$ cat src/design/sts_pkg.sv
// sts_pkg: shared types and character codes for the S-expression token splitter.
// Depends on nothing; used by the front, queue, back and top modules.

package sts_pkg;

	localparam int STS_MAX_RESULTS = 4;
	localparam int STS_FIFO_DEPTH  = 2;

	typedef enum logic [1:0] {
		KIND_CHAR    = 2'd0,
		KIND_END     = 2'd1,
		KIND_NEWLINE = 2'd2,
		KIND_TRUE    = 2'd3
	} kind_t;

	localparam logic [7:0] CH_NUL   = 8'h00;
	localparam logic [7:0] CH_FF8   = 8'hFF;
	localparam logic [7:0] CH_TAB   = 8'h09;
	localparam logic [7:0] CH_NL    = 8'h0A;
	localparam logic [7:0] CH_VT    = 8'h0B;
	localparam logic [7:0] CH_FF    = 8'h0C;
	localparam logic [7:0] CH_CR    = 8'h0D;
	localparam logic [7:0] CH_SP    = 8'h20;
	localparam logic [7:0] CH_DQ    = 8'h22;
	localparam logic [7:0] CH_HASH  = 8'h23;
	localparam logic [7:0] CH_QUOTE = 8'h27;
	localparam logic [7:0] CH_LP    = 8'h28;
	localparam logic [7:0] CH_RP    = 8'h29;
	localparam logic [7:0] CH_SEMI  = 8'h3B;
	localparam logic [7:0] CH_T     = 8'h74;

	typedef struct packed {
		kind_t      kind;
		logic [7:0] ch;
	} res_t;

	typedef struct packed {
		res_t [STS_MAX_RESULTS-1:0] r;
		logic [1:0]                 last_idx;
	} bundle_t;

endpackage

$ cat src/design/sts_if.sv
// sts_if: valid/ready channel interfaces for text bytes in and token results out.
// Depends on nothing.

interface sts_text_if;
	logic       valid;
	logic       ready;
	logic [7:0] ch;
	logic       end_of_text;

	modport source (output valid, ch, end_of_text, input ready);
	modport sink   (input valid, ch, end_of_text, output ready);
endinterface

interface sts_token_if;
	logic       valid;
	logic       ready;
	logic [1:0] kind;
	logic [7:0] out_char;
	logic       last_of_run;

	modport source (output valid, kind, out_char, last_of_run, input ready);
	modport sink   (input valid, kind, out_char, last_of_run, output ready);
endinterface

$ cat src/design/sts_front.sv
// sts_front: accepts text bytes, tracks string/comment/token/hash flags and
// builds the bundle of up to four results per byte. Depends on sts_pkg, sts_if.

module sts_front import sts_pkg::*; (
	input  logic        clk,
	input  logic        arst_n,
	sts_text_if.sink    text,
	input  logic        full,
	output logic        push,
	output bundle_t     push_data
);

	logic    string_q, comment_q, open_q, hash_q;
	logic    so, co, to, ho;
	logic [2:0] n;
	bundle_t b;
	logic    accept;

	always_comb begin
		b  = '0;
		n  = '0;
		so = string_q;
		co = comment_q;
		to = open_q;
		ho = hash_q;
		if (text.end_of_text) begin
			if (ho) begin
				if (to) begin b.r[n[1:0]] = '{kind: KIND_END, ch: '0}; n = n + 3'd1; end
				b.r[n[1:0]] = '{kind: KIND_CHAR, ch: CH_HASH}; n = n + 3'd1;
				b.r[n[1:0]] = '{kind: KIND_END, ch: '0}; n = n + 3'd1;
				to = 1'b0;
			end
			if (to) begin b.r[n[1:0]] = '{kind: KIND_END, ch: '0}; n = n + 3'd1; end
			so = 1'b0;
			co = 1'b0;
			to = 1'b0;
			ho = 1'b0;
		end else if (co) begin
			if (text.ch == CH_NL) begin
				b.r[n[1:0]] = '{kind: KIND_NEWLINE, ch: '0}; n = n + 3'd1;
				co = 1'b0;
			end else if (text.ch == CH_NUL || text.ch == CH_FF8) begin
				co = 1'b0;
			end
		end else if (ho && text.ch == CH_T) begin
			ho = 1'b0;
			b.r[n[1:0]] = '{kind: KIND_TRUE, ch: '0}; n = n + 3'd1;
		end else begin
			if (ho) begin
				ho = 1'b0;
				if (to) begin b.r[n[1:0]] = '{kind: KIND_END, ch: '0}; n = n + 3'd1; end
				b.r[n[1:0]] = '{kind: KIND_CHAR, ch: CH_HASH}; n = n + 3'd1;
				b.r[n[1:0]] = '{kind: KIND_END, ch: '0}; n = n + 3'd1;
				to = 1'b0;
			end
			case (text.ch)
				CH_NL: begin
					if (to) begin b.r[n[1:0]] = '{kind: KIND_END, ch: '0}; n = n + 3'd1; end
					to = 1'b0;
					b.r[n[1:0]] = '{kind: KIND_NEWLINE, ch: '0}; n = n + 3'd1;
				end
				CH_CR, CH_FF, CH_VT: begin
					if (to) begin b.r[n[1:0]] = '{kind: KIND_END, ch: '0}; n = n + 3'd1; end
					to = 1'b0;
				end
				CH_SP, CH_TAB: begin
					if (so) begin
						b.r[n[1:0]] = '{kind: KIND_CHAR, ch: text.ch}; n = n + 3'd1;
						to = 1'b1;
					end else begin
						if (to) begin b.r[n[1:0]] = '{kind: KIND_END, ch: '0}; n = n + 3'd1; end
						to = 1'b0;
					end
				end
				CH_LP, CH_RP, CH_QUOTE: begin
					if (so) begin
						b.r[n[1:0]] = '{kind: KIND_CHAR, ch: text.ch}; n = n + 3'd1;
						to = 1'b1;
					end else begin
						if (to) begin b.r[n[1:0]] = '{kind: KIND_END, ch: '0}; n = n + 3'd1; end
						b.r[n[1:0]] = '{kind: KIND_CHAR, ch: text.ch}; n = n + 3'd1;
						b.r[n[1:0]] = '{kind: KIND_END, ch: '0}; n = n + 3'd1;
						to = 1'b0;
					end
				end
				CH_DQ: begin
					b.r[n[1:0]] = '{kind: KIND_CHAR, ch: text.ch}; n = n + 3'd1;
					to = 1'b1;
					so = !so;
				end
				CH_HASH: begin
					if (to) begin b.r[n[1:0]] = '{kind: KIND_END, ch: '0}; n = n + 3'd1; end
					to = 1'b0;
					ho = 1'b1;
				end
				CH_SEMI: begin
					if (to) begin b.r[n[1:0]] = '{kind: KIND_END, ch: '0}; n = n + 3'd1; end
					to = 1'b0;
					co = 1'b1;
				end
				default: begin
					b.r[n[1:0]] = '{kind: KIND_CHAR, ch: text.ch}; n = n + 3'd1;
					to = 1'b1;
				end
			endcase
		end
		b.last_idx = 2'(n - 3'd1);
	end

	assign text.ready = !full;
	assign accept     = text.valid && text.ready;
	assign push       = accept && (n != 3'd0);
	assign push_data  = b;

	always_ff @(posedge clk or negedge arst_n) begin
		if (!arst_n) begin
			string_q  <= 1'b0;
			comment_q <= 1'b0;
			open_q    <= 1'b0;
			hash_q    <= 1'b0;
		end else if (accept) begin
			string_q  <= so;
			comment_q <= co;
			open_q    <= to;
			hash_q    <= ho;
		end
	end

endmodule

$ cat src/design/sts_fifo.sv
// sts_fifo: short queue of result bundles between the front and back parts.
// Depends on sts_pkg.

module sts_fifo import sts_pkg::*; #(
	parameter int DEPTH = STS_FIFO_DEPTH
) (
	input  logic    clk,
	input  logic    arst_n,
	input  logic    wr_en,
	input  bundle_t wr_data,
	output logic    full,
	input  logic    rd_en,
	output bundle_t rd_data,
	output logic    empty
);

	localparam int PW = (DEPTH > 1) ? $clog2(DEPTH) : 1;
	localparam int CW = $clog2(DEPTH + 1);

	bundle_t        mem_q [DEPTH];
	logic [PW-1:0]  wr_ptr_q, rd_ptr_q;
	logic [CW-1:0]  cnt_q;
	logic           do_wr, do_rd;

	assign full    = (cnt_q == CW'(DEPTH));
	assign empty   = (cnt_q == '0);
	assign do_wr   = wr_en && !full;
	assign do_rd   = rd_en && !empty;
	assign rd_data = mem_q[rd_ptr_q];

	always_ff @(posedge clk) begin
		if (do_wr) begin
			mem_q[wr_ptr_q] <= wr_data;
		end
	end

	always_ff @(posedge clk or negedge arst_n) begin
		if (!arst_n) begin
			wr_ptr_q <= '0;
			rd_ptr_q <= '0;
			cnt_q    <= '0;
		end else begin
			if (do_wr) begin
				wr_ptr_q <= (wr_ptr_q == PW'(DEPTH - 1)) ? '0 : wr_ptr_q + 1'b1;
			end
			if (do_rd) begin
				rd_ptr_q <= (rd_ptr_q == PW'(DEPTH - 1)) ? '0 : rd_ptr_q + 1'b1;
			end
			if (do_wr && !do_rd) begin
				cnt_q <= cnt_q + 1'b1;
			end else if (do_rd && !do_wr) begin
				cnt_q <= cnt_q - 1'b1;
			end
		end
	end

endmodule

$ cat src/design/sts_back.sv
// sts_back: takes bundles from the queue and hands out their results one per
// cycle on the token channel while it is ready. Depends on sts_pkg, sts_if.

module sts_back import sts_pkg::*; (
	input  logic         clk,
	input  logic         arst_n,
	input  bundle_t      rd_data,
	input  logic         empty,
	output logic         rd_en,
	sts_token_if.source  token
);

	bundle_t    cur_q;
	logic [1:0] idx_q;
	logic       busy_q;
	logic       fire, last, load;
	res_t       r;

	assign r     = cur_q.r[idx_q];
	assign fire  = busy_q && token.ready;
	assign last  = (idx_q == cur_q.last_idx);
	assign load  = !empty && (!busy_q || (fire && last));
	assign rd_en = load;

	assign token.valid       = busy_q;
	assign token.kind        = r.kind;
	assign token.out_char    = r.ch;
	assign token.last_of_run = last;

	always_ff @(posedge clk) begin
		if (load) begin
			cur_q <= rd_data;
		end
	end

	always_ff @(posedge clk or negedge arst_n) begin
		if (!arst_n) begin
			busy_q <= 1'b0;
			idx_q  <= '0;
		end else if (load) begin
			busy_q <= 1'b1;
			idx_q  <= '0;
		end else if (fire) begin
			if (last) begin
				busy_q <= 1'b0;
			end else begin
				idx_q <= idx_q + 2'd1;
			end
		end
	end

endmodule

$ cat src/design/sexpr_token_splitter.sv
// sexpr_token_splitter: top level of the S-expression token splitter.
// Depends on sts_pkg, sts_if, sts_front, sts_fifo, sts_back.
//
// Takes one text byte per cycle on the text channel and gives token results
// (character, end of token, newline, true literal) one per cycle on the token
// channel while it is ready. A byte gives zero to four results; its whole
// result group is queued in a FIFO of FIFO_DEPTH entries and then held in the
// back's bundle register, from which the first result shows. Bytes with at most
// one result stream at one per cycle; a byte with several results occupies the
// output until all are handed out, and the text channel stalls only while the
// FIFO is full. The output serializer, one result per cycle, sets the sustained rate.

module sexpr_token_splitter import sts_pkg::*; #(
	parameter int FIFO_DEPTH = STS_FIFO_DEPTH
) (
	input  logic        clk,
	input  logic        arst_n,
	sts_text_if.sink    text,
	sts_token_if.source token
);

	logic    push, full, pop, empty;
	bundle_t push_data, pop_data;

	sts_front u_front (
		.clk       (clk),
		.arst_n    (arst_n),
		.text      (text),
		.full      (full),
		.push      (push),
		.push_data (push_data)
	);

	sts_fifo #(
		.DEPTH (FIFO_DEPTH)
	) u_fifo (
		.clk     (clk),
		.arst_n  (arst_n),
		.wr_en   (push),
		.wr_data (push_data),
		.full    (full),
		.rd_en   (pop),
		.rd_data (pop_data),
		.empty   (empty)
	);

	sts_back u_back (
		.clk     (clk),
		.arst_n  (arst_n),
		.rd_data (pop_data),
		.empty   (empty),
		.rd_en   (pop),
		.token   (token)
	);

endmodule

$ cat src/flat_wrapper.sv
// flat-port wrapper written by rule: the top's interface ports become plain ports
module sexpr_token_splitter_flat import sts_pkg::*;
#(
	parameter int FIFO_DEPTH = STS_FIFO_DEPTH
)
  (clk, arst_n, text_valid, text_ch, text_end_of_text, text_ready, token_valid, token_kind, token_out_char, token_last_of_run, token_ready);
  sts_text_if text_i ();
  sts_token_if token_i ();
  input  logic clk;
  input  logic arst_n;
  input wire logic [$bits(text_i.valid)-1:0] text_valid;
  input wire logic [$bits(text_i.ch)-1:0] text_ch;
  input wire logic [$bits(text_i.end_of_text)-1:0] text_end_of_text;
  output wire logic [$bits(text_i.ready)-1:0] text_ready;
  output wire logic [$bits(token_i.valid)-1:0] token_valid;
  output wire logic [$bits(token_i.kind)-1:0] token_kind;
  output wire logic [$bits(token_i.out_char)-1:0] token_out_char;
  output wire logic [$bits(token_i.last_of_run)-1:0] token_last_of_run;
  input wire logic [$bits(token_i.ready)-1:0] token_ready;
  assign text_i.valid = text_valid;
  assign text_i.ch = text_ch;
  assign text_i.end_of_text = text_end_of_text;
  assign text_ready = text_i.ready;
  assign token_valid = token_i.valid;
  assign token_kind = token_i.kind;
  assign token_out_char = token_i.out_char;
  assign token_last_of_run = token_i.last_of_run;
  assign token_i.ready = token_ready;
  sexpr_token_splitter #(.FIFO_DEPTH(FIFO_DEPTH)) u_core (.clk(clk), .arst_n(arst_n), .text(text_i), .token(token_i));
endmodule
$ cat config.mk
export PLATFORM = sky130hd
export DESIGN_NAME = sexpr_token_splitter_flat
export DESIGN_NICKNAME = d
export VERILOG_FILES = /design/src/design/sts_pkg.sv /design/src/design/sts_if.sv /design/src/design/sts_front.sv /design/src/design/sts_fifo.sv /design/src/design/sts_back.sv /design/src/design/sexpr_token_splitter.sv /design/src/flat_wrapper.sv
export SDC_FILE = /design/constraint.sdc
export NUM_CORES = 1
export LEC_CHECK = 0
export BUFFER_PORTS_ARGS = -buffer_cell sky130_fd_sc_hd__buf_2
export CORE_MARGIN = 1
export CORE_UTILIZATION = 40
export DETAILED_ROUTE_END_ITERATION = 8
export PLACE_DENSITY = 0.63
export SLEW_MARGIN = 20
export SYNTH_ARGS = -nofsm -noshare
export SYNTH_HDL_FRONTEND = slang
export SYNTH_SLANG_ARGS = --single-unit
export TNS_END_PERCENT = 10
$ cat constraint.sdc
create_clock -name clk -period 4.85 [get_ports clk]
set_input_delay 0.97 -clock clk [delete_from_list [all_inputs] [get_ports clk]]
set_output_delay 0.97 -clock clk [all_outputs]
set_load 0.02 [all_outputs]
==> key figures <==
Synth
  • Top cells by area, synth: edfxtp_1 58%, mux2_2 7.2%, dfrtp_1 4.2%, mux4_2 3.4%, nor2_1 3.3%
  • Library cells used by synthesis: 62
  • Yosys top cell area share: 57.8%
  • Asr flop ratio synth: 8.03%
  • Number of synthesized register bits: 137
  • EDFF count, synth: 126
  • Yosys warning count: 0
  • Sequential cell area fraction in the yosys report: 62.1%
  • Post-Syn Instances: 503
  • Yosys top cell by area: edfxtp_1
  • Top FF cell, synth: edfxtp_1
  • Syn_area_per_cell: 13.0 µm²
  • Syn Std Cell Area: 6540 µm²
  • Syn_nets: 526

Final layout
  • Finished Cell Area: 7520 µm²
  • Fin cells: 757
  • FF+latch area: 4060 µm²
  • P&R area growth vs syn: 14.9%
  • Multi-input gate area: 2320 µm²
  • Layout Nets: 552
  • Layout cells sized above 1: 24.8%
  • Antenna diodes: 0
  • Fill cell count: 1434

Pwr
  • Peak supply drop: 0.000240 V
  • Pwr Density: 534 nW/µm²
  • Static leakage: 2.63 nW
  • Final Power: 0.00401 W

Worst setup path
  • Crit start category: flip-flop
  • Worst EP arrival: 4130 ps
  • CP Capture Type: flip-flop
  • Crit path kind: reg2reg
  • CP Data Required Time: 5200 ps
  • CP Max Fanout: 13

Global route
  • Grt total ovfl: 0
  • Vias in the first global route: 4194
  • Gr usage total: 19.6%
  • Initial antenna violation count: 0
  • Largest net degree at the start of global routing: 44
  • First-pass GRT wire length: 23800 µm

Drt
  • Residual DRC: 0
  • Drt wl/cell: 20.1 µm
  • First drt pass iteration count: 5
  • Detailed Route WL: 15200 µm
  • Via count: 4185
  • Starting DRT DRC Count: 487
  • Vias per inst: 5.53
  • Post-route ant nets: 0

Floorplan
  • Die Span Y: 130 µm
  • DIE AREA: 16900 µm²
  • Starting Density: 41.0%
  • # rows: 46
  • Core area: 15900 µm²
  • Die W: 130 µm
  • Number of top-level pins: 26

Clock tree
  • Clock net sink count: 137
  • Clock Root Buffer: clkbuf_16
  • Clock latency at the later pin of the worst-skew pair: 420 ps
  • Clock transition at the registers of the reported paths: 60 ps
  • TritonCTS clock tree: done
  • Number of gates resized after cts: 0
  • Cts hold-fix bufs: 0
  • Max H-tree Level: 4
  • CTS Buf Count: 17
  • Postcts setup bufs: 0
  • CTS Buffer Depth: 2

STA
  • Setup Skew: 9.30 ps
  • Finish-stage setup viols: 0
  • Fin crit share: 78.1%
  • Worst Tran Pin Value: 849 ps
  • Slew Limit Fails: 0
  • Final Hold Viols: 0
  • Slew margin rel.: 43.4%
  • Final setup TNS: 0 ps
  • FMAX: 0.264 GHz
  • RSZ-0062 raised after global routing: false
  • Crit path time final: 3790 ps

Placement
  • Placed Area: 6940 µm²
  • Inst Count DP: 726
  • Hpwl dp: 10200 µm
  • Port bufs: 25
  • RD Place Congestion: 0.956

Run status
  • Outcome: completed

Run
  • Max-Cap Viols: 0

Worst hold path
  • Worst min path class: in2async
==> report_power, final <==
part	internal, W	leakage (nW)	switching (W)
sequential	0.00159	1.32	0.000121
combinational	0.000433	1.04	0.000586
clock	0.000800	0.277	0.000478
total	0.00283	2.63	0.00118
==> state kept, by name, summed over array words and instances (netlist names), 2 cells and up <==
name                 flops
u_core.u_back.cur_q     42
u_core.u_back.idx_q      2
u_core.u_fifo.cnt_q      2
u_core.u_fifo.mem_q     84
==> kinds of logic (layout without fill, tap and decap cells) <==
family          count (synthesis)  count (layout)  synth area share [%]
simple gates                  163             163                  12.5
compound gates                 84              84                  8.23
xor+xnor                       11              11                  1.47
fa+ha+maj                      10              10                  1.91
flops                         137             137                  62.1
buf+inv                        44              82                  2.85
mux                            54              54                  11.0
==> final timing paths <==
path	start	endpoint	slack, ps	cells past startpoint
max reg2reg	u_core.u_front.hash_q	u_core.u_fifo.cnt_q[1]	1060	16
min reg2reg	u_core.u_fifo.cnt_q[1]	u_core.u_fifo.cnt_q[1]	510	1
max	u_core.u_front.hash_q	u_core.u_fifo.cnt_q[1]	1060	16
max in group asynchronous	arst_n	u_core.u_front.hash_q	4180	1
min in group clk	u_core.u_fifo.cnt_q[1]	u_core.u_fifo.cnt_q[1]	510	1
min	arst_n	u_core.u_back.token.valid	430	1
==> worst max-delay path: stages, from the launching register on <==
cell and delay, ps:
dfrtp_1 390, buf_4 200, inv_1 200, ha_1 540, o21ai_0 270, a221oi_1 350
o211ai_1 120, a22oi_1 170, ha_1 200, nand2_1 70, o41ai_2 340, buf_4 200
inv_2 50, ha_1 210, xor2_1 140, nor2_1 110, xor2_1 150
==> layout by cell type (no fill, tap or decap), drive strengths merged, types with 7 or more instances in the layout <==
| cell | netlist | routed |
|---|---|---|
| buf | 11 | 36 |
| nand2 | 37 | 37 |
| ha | 10 | 10 |
| mux2 | 42 | 42 |
| nor2b | 15 | 15 |
| edfxtp | 126 | 126 |
| nor2 | 59 | 59 |
| a21oi | 27 | 27 |
| mux4 | 10 | 10 |
| dfrtp | 11 | 11 |
| nor3 | 15 | 15 |
| o22ai | 7 | 7 |
| o21ai | 23 | 23 |
| inv | 14 | 16 |
| clkbuf | 18 | 18 |
==> cell usage after synthesis (2+ instances only) <==
| library cell | count |
|---|---|
| xnor2_1 | 6 |
| inv_1 | 13 |
| and3_1 | 5 |
| mux2_2 | 42 |
| nor4b_1 | 2 |
| o31ai_1 | 3 |
| and2_1 | 3 |
| or3_1 | 2 |
| xor2_1 | 5 |
| dfrtp_1 | 11 |
| clkbuf_1 | 18 |
| nor4_1 | 4 |
| nor3b_1 | 2 |
| a21oi_1 | 26 |
| o22ai_1 | 7 |
| and4b_1 | 2 |
| nand2b_1 | 5 |
| buf_2 | 8 |
| o21ai_1 | 3 |
| o21a_1 | 3 |
| edfxtp_1 | 126 |
| a22oi_1 | 3 |
| mux2i_1 | 2 |
| ha_1 | 10 |
| nor3_1 | 14 |
| mux4_2 | 10 |
| nand2_1 | 37 |
| nor2b_1 | 15 |
| nor2_1 | 57 |
| a21o_1 | 4 |
| a221oi_1 | 2 |
| o21ai_0 | 20 |
| nand3_1 | 4 |
==> per-stage QoR <==
stage	util [%]	hold slack, ps	setup WS, ps
after floorplan	-	464	-75.8
after global placement	43.5	486	748
after detailed placement	43.5	507	652
after CTS	47.2	421	1100
after global routing	47.2	438	869
final	47.2	432	1060
==> layout make-up <==
cell class	instances	share of cell area, %
clock inverter	13	2.03
clock buffer	18	5.71
sequential	137	54.0
multi-input combinational	322	30.8
tap	216	3.59
inverter	15	0.749
timing repair buffer	36	3.10
==> per-layer routing <==
metal	track usage [%]	part of all wire [%]	vias to the layer above	routed length (µm)
met3	4.84	5.9	36	899
met4	10.1	3.3	0	506
li1	-	-	1926	-
met5	0	0	-	0
met2	29.9	46	156	6990
met1	26.0	45	2067	6820
No activity file was read; power rests on OpenSTA's default activity.
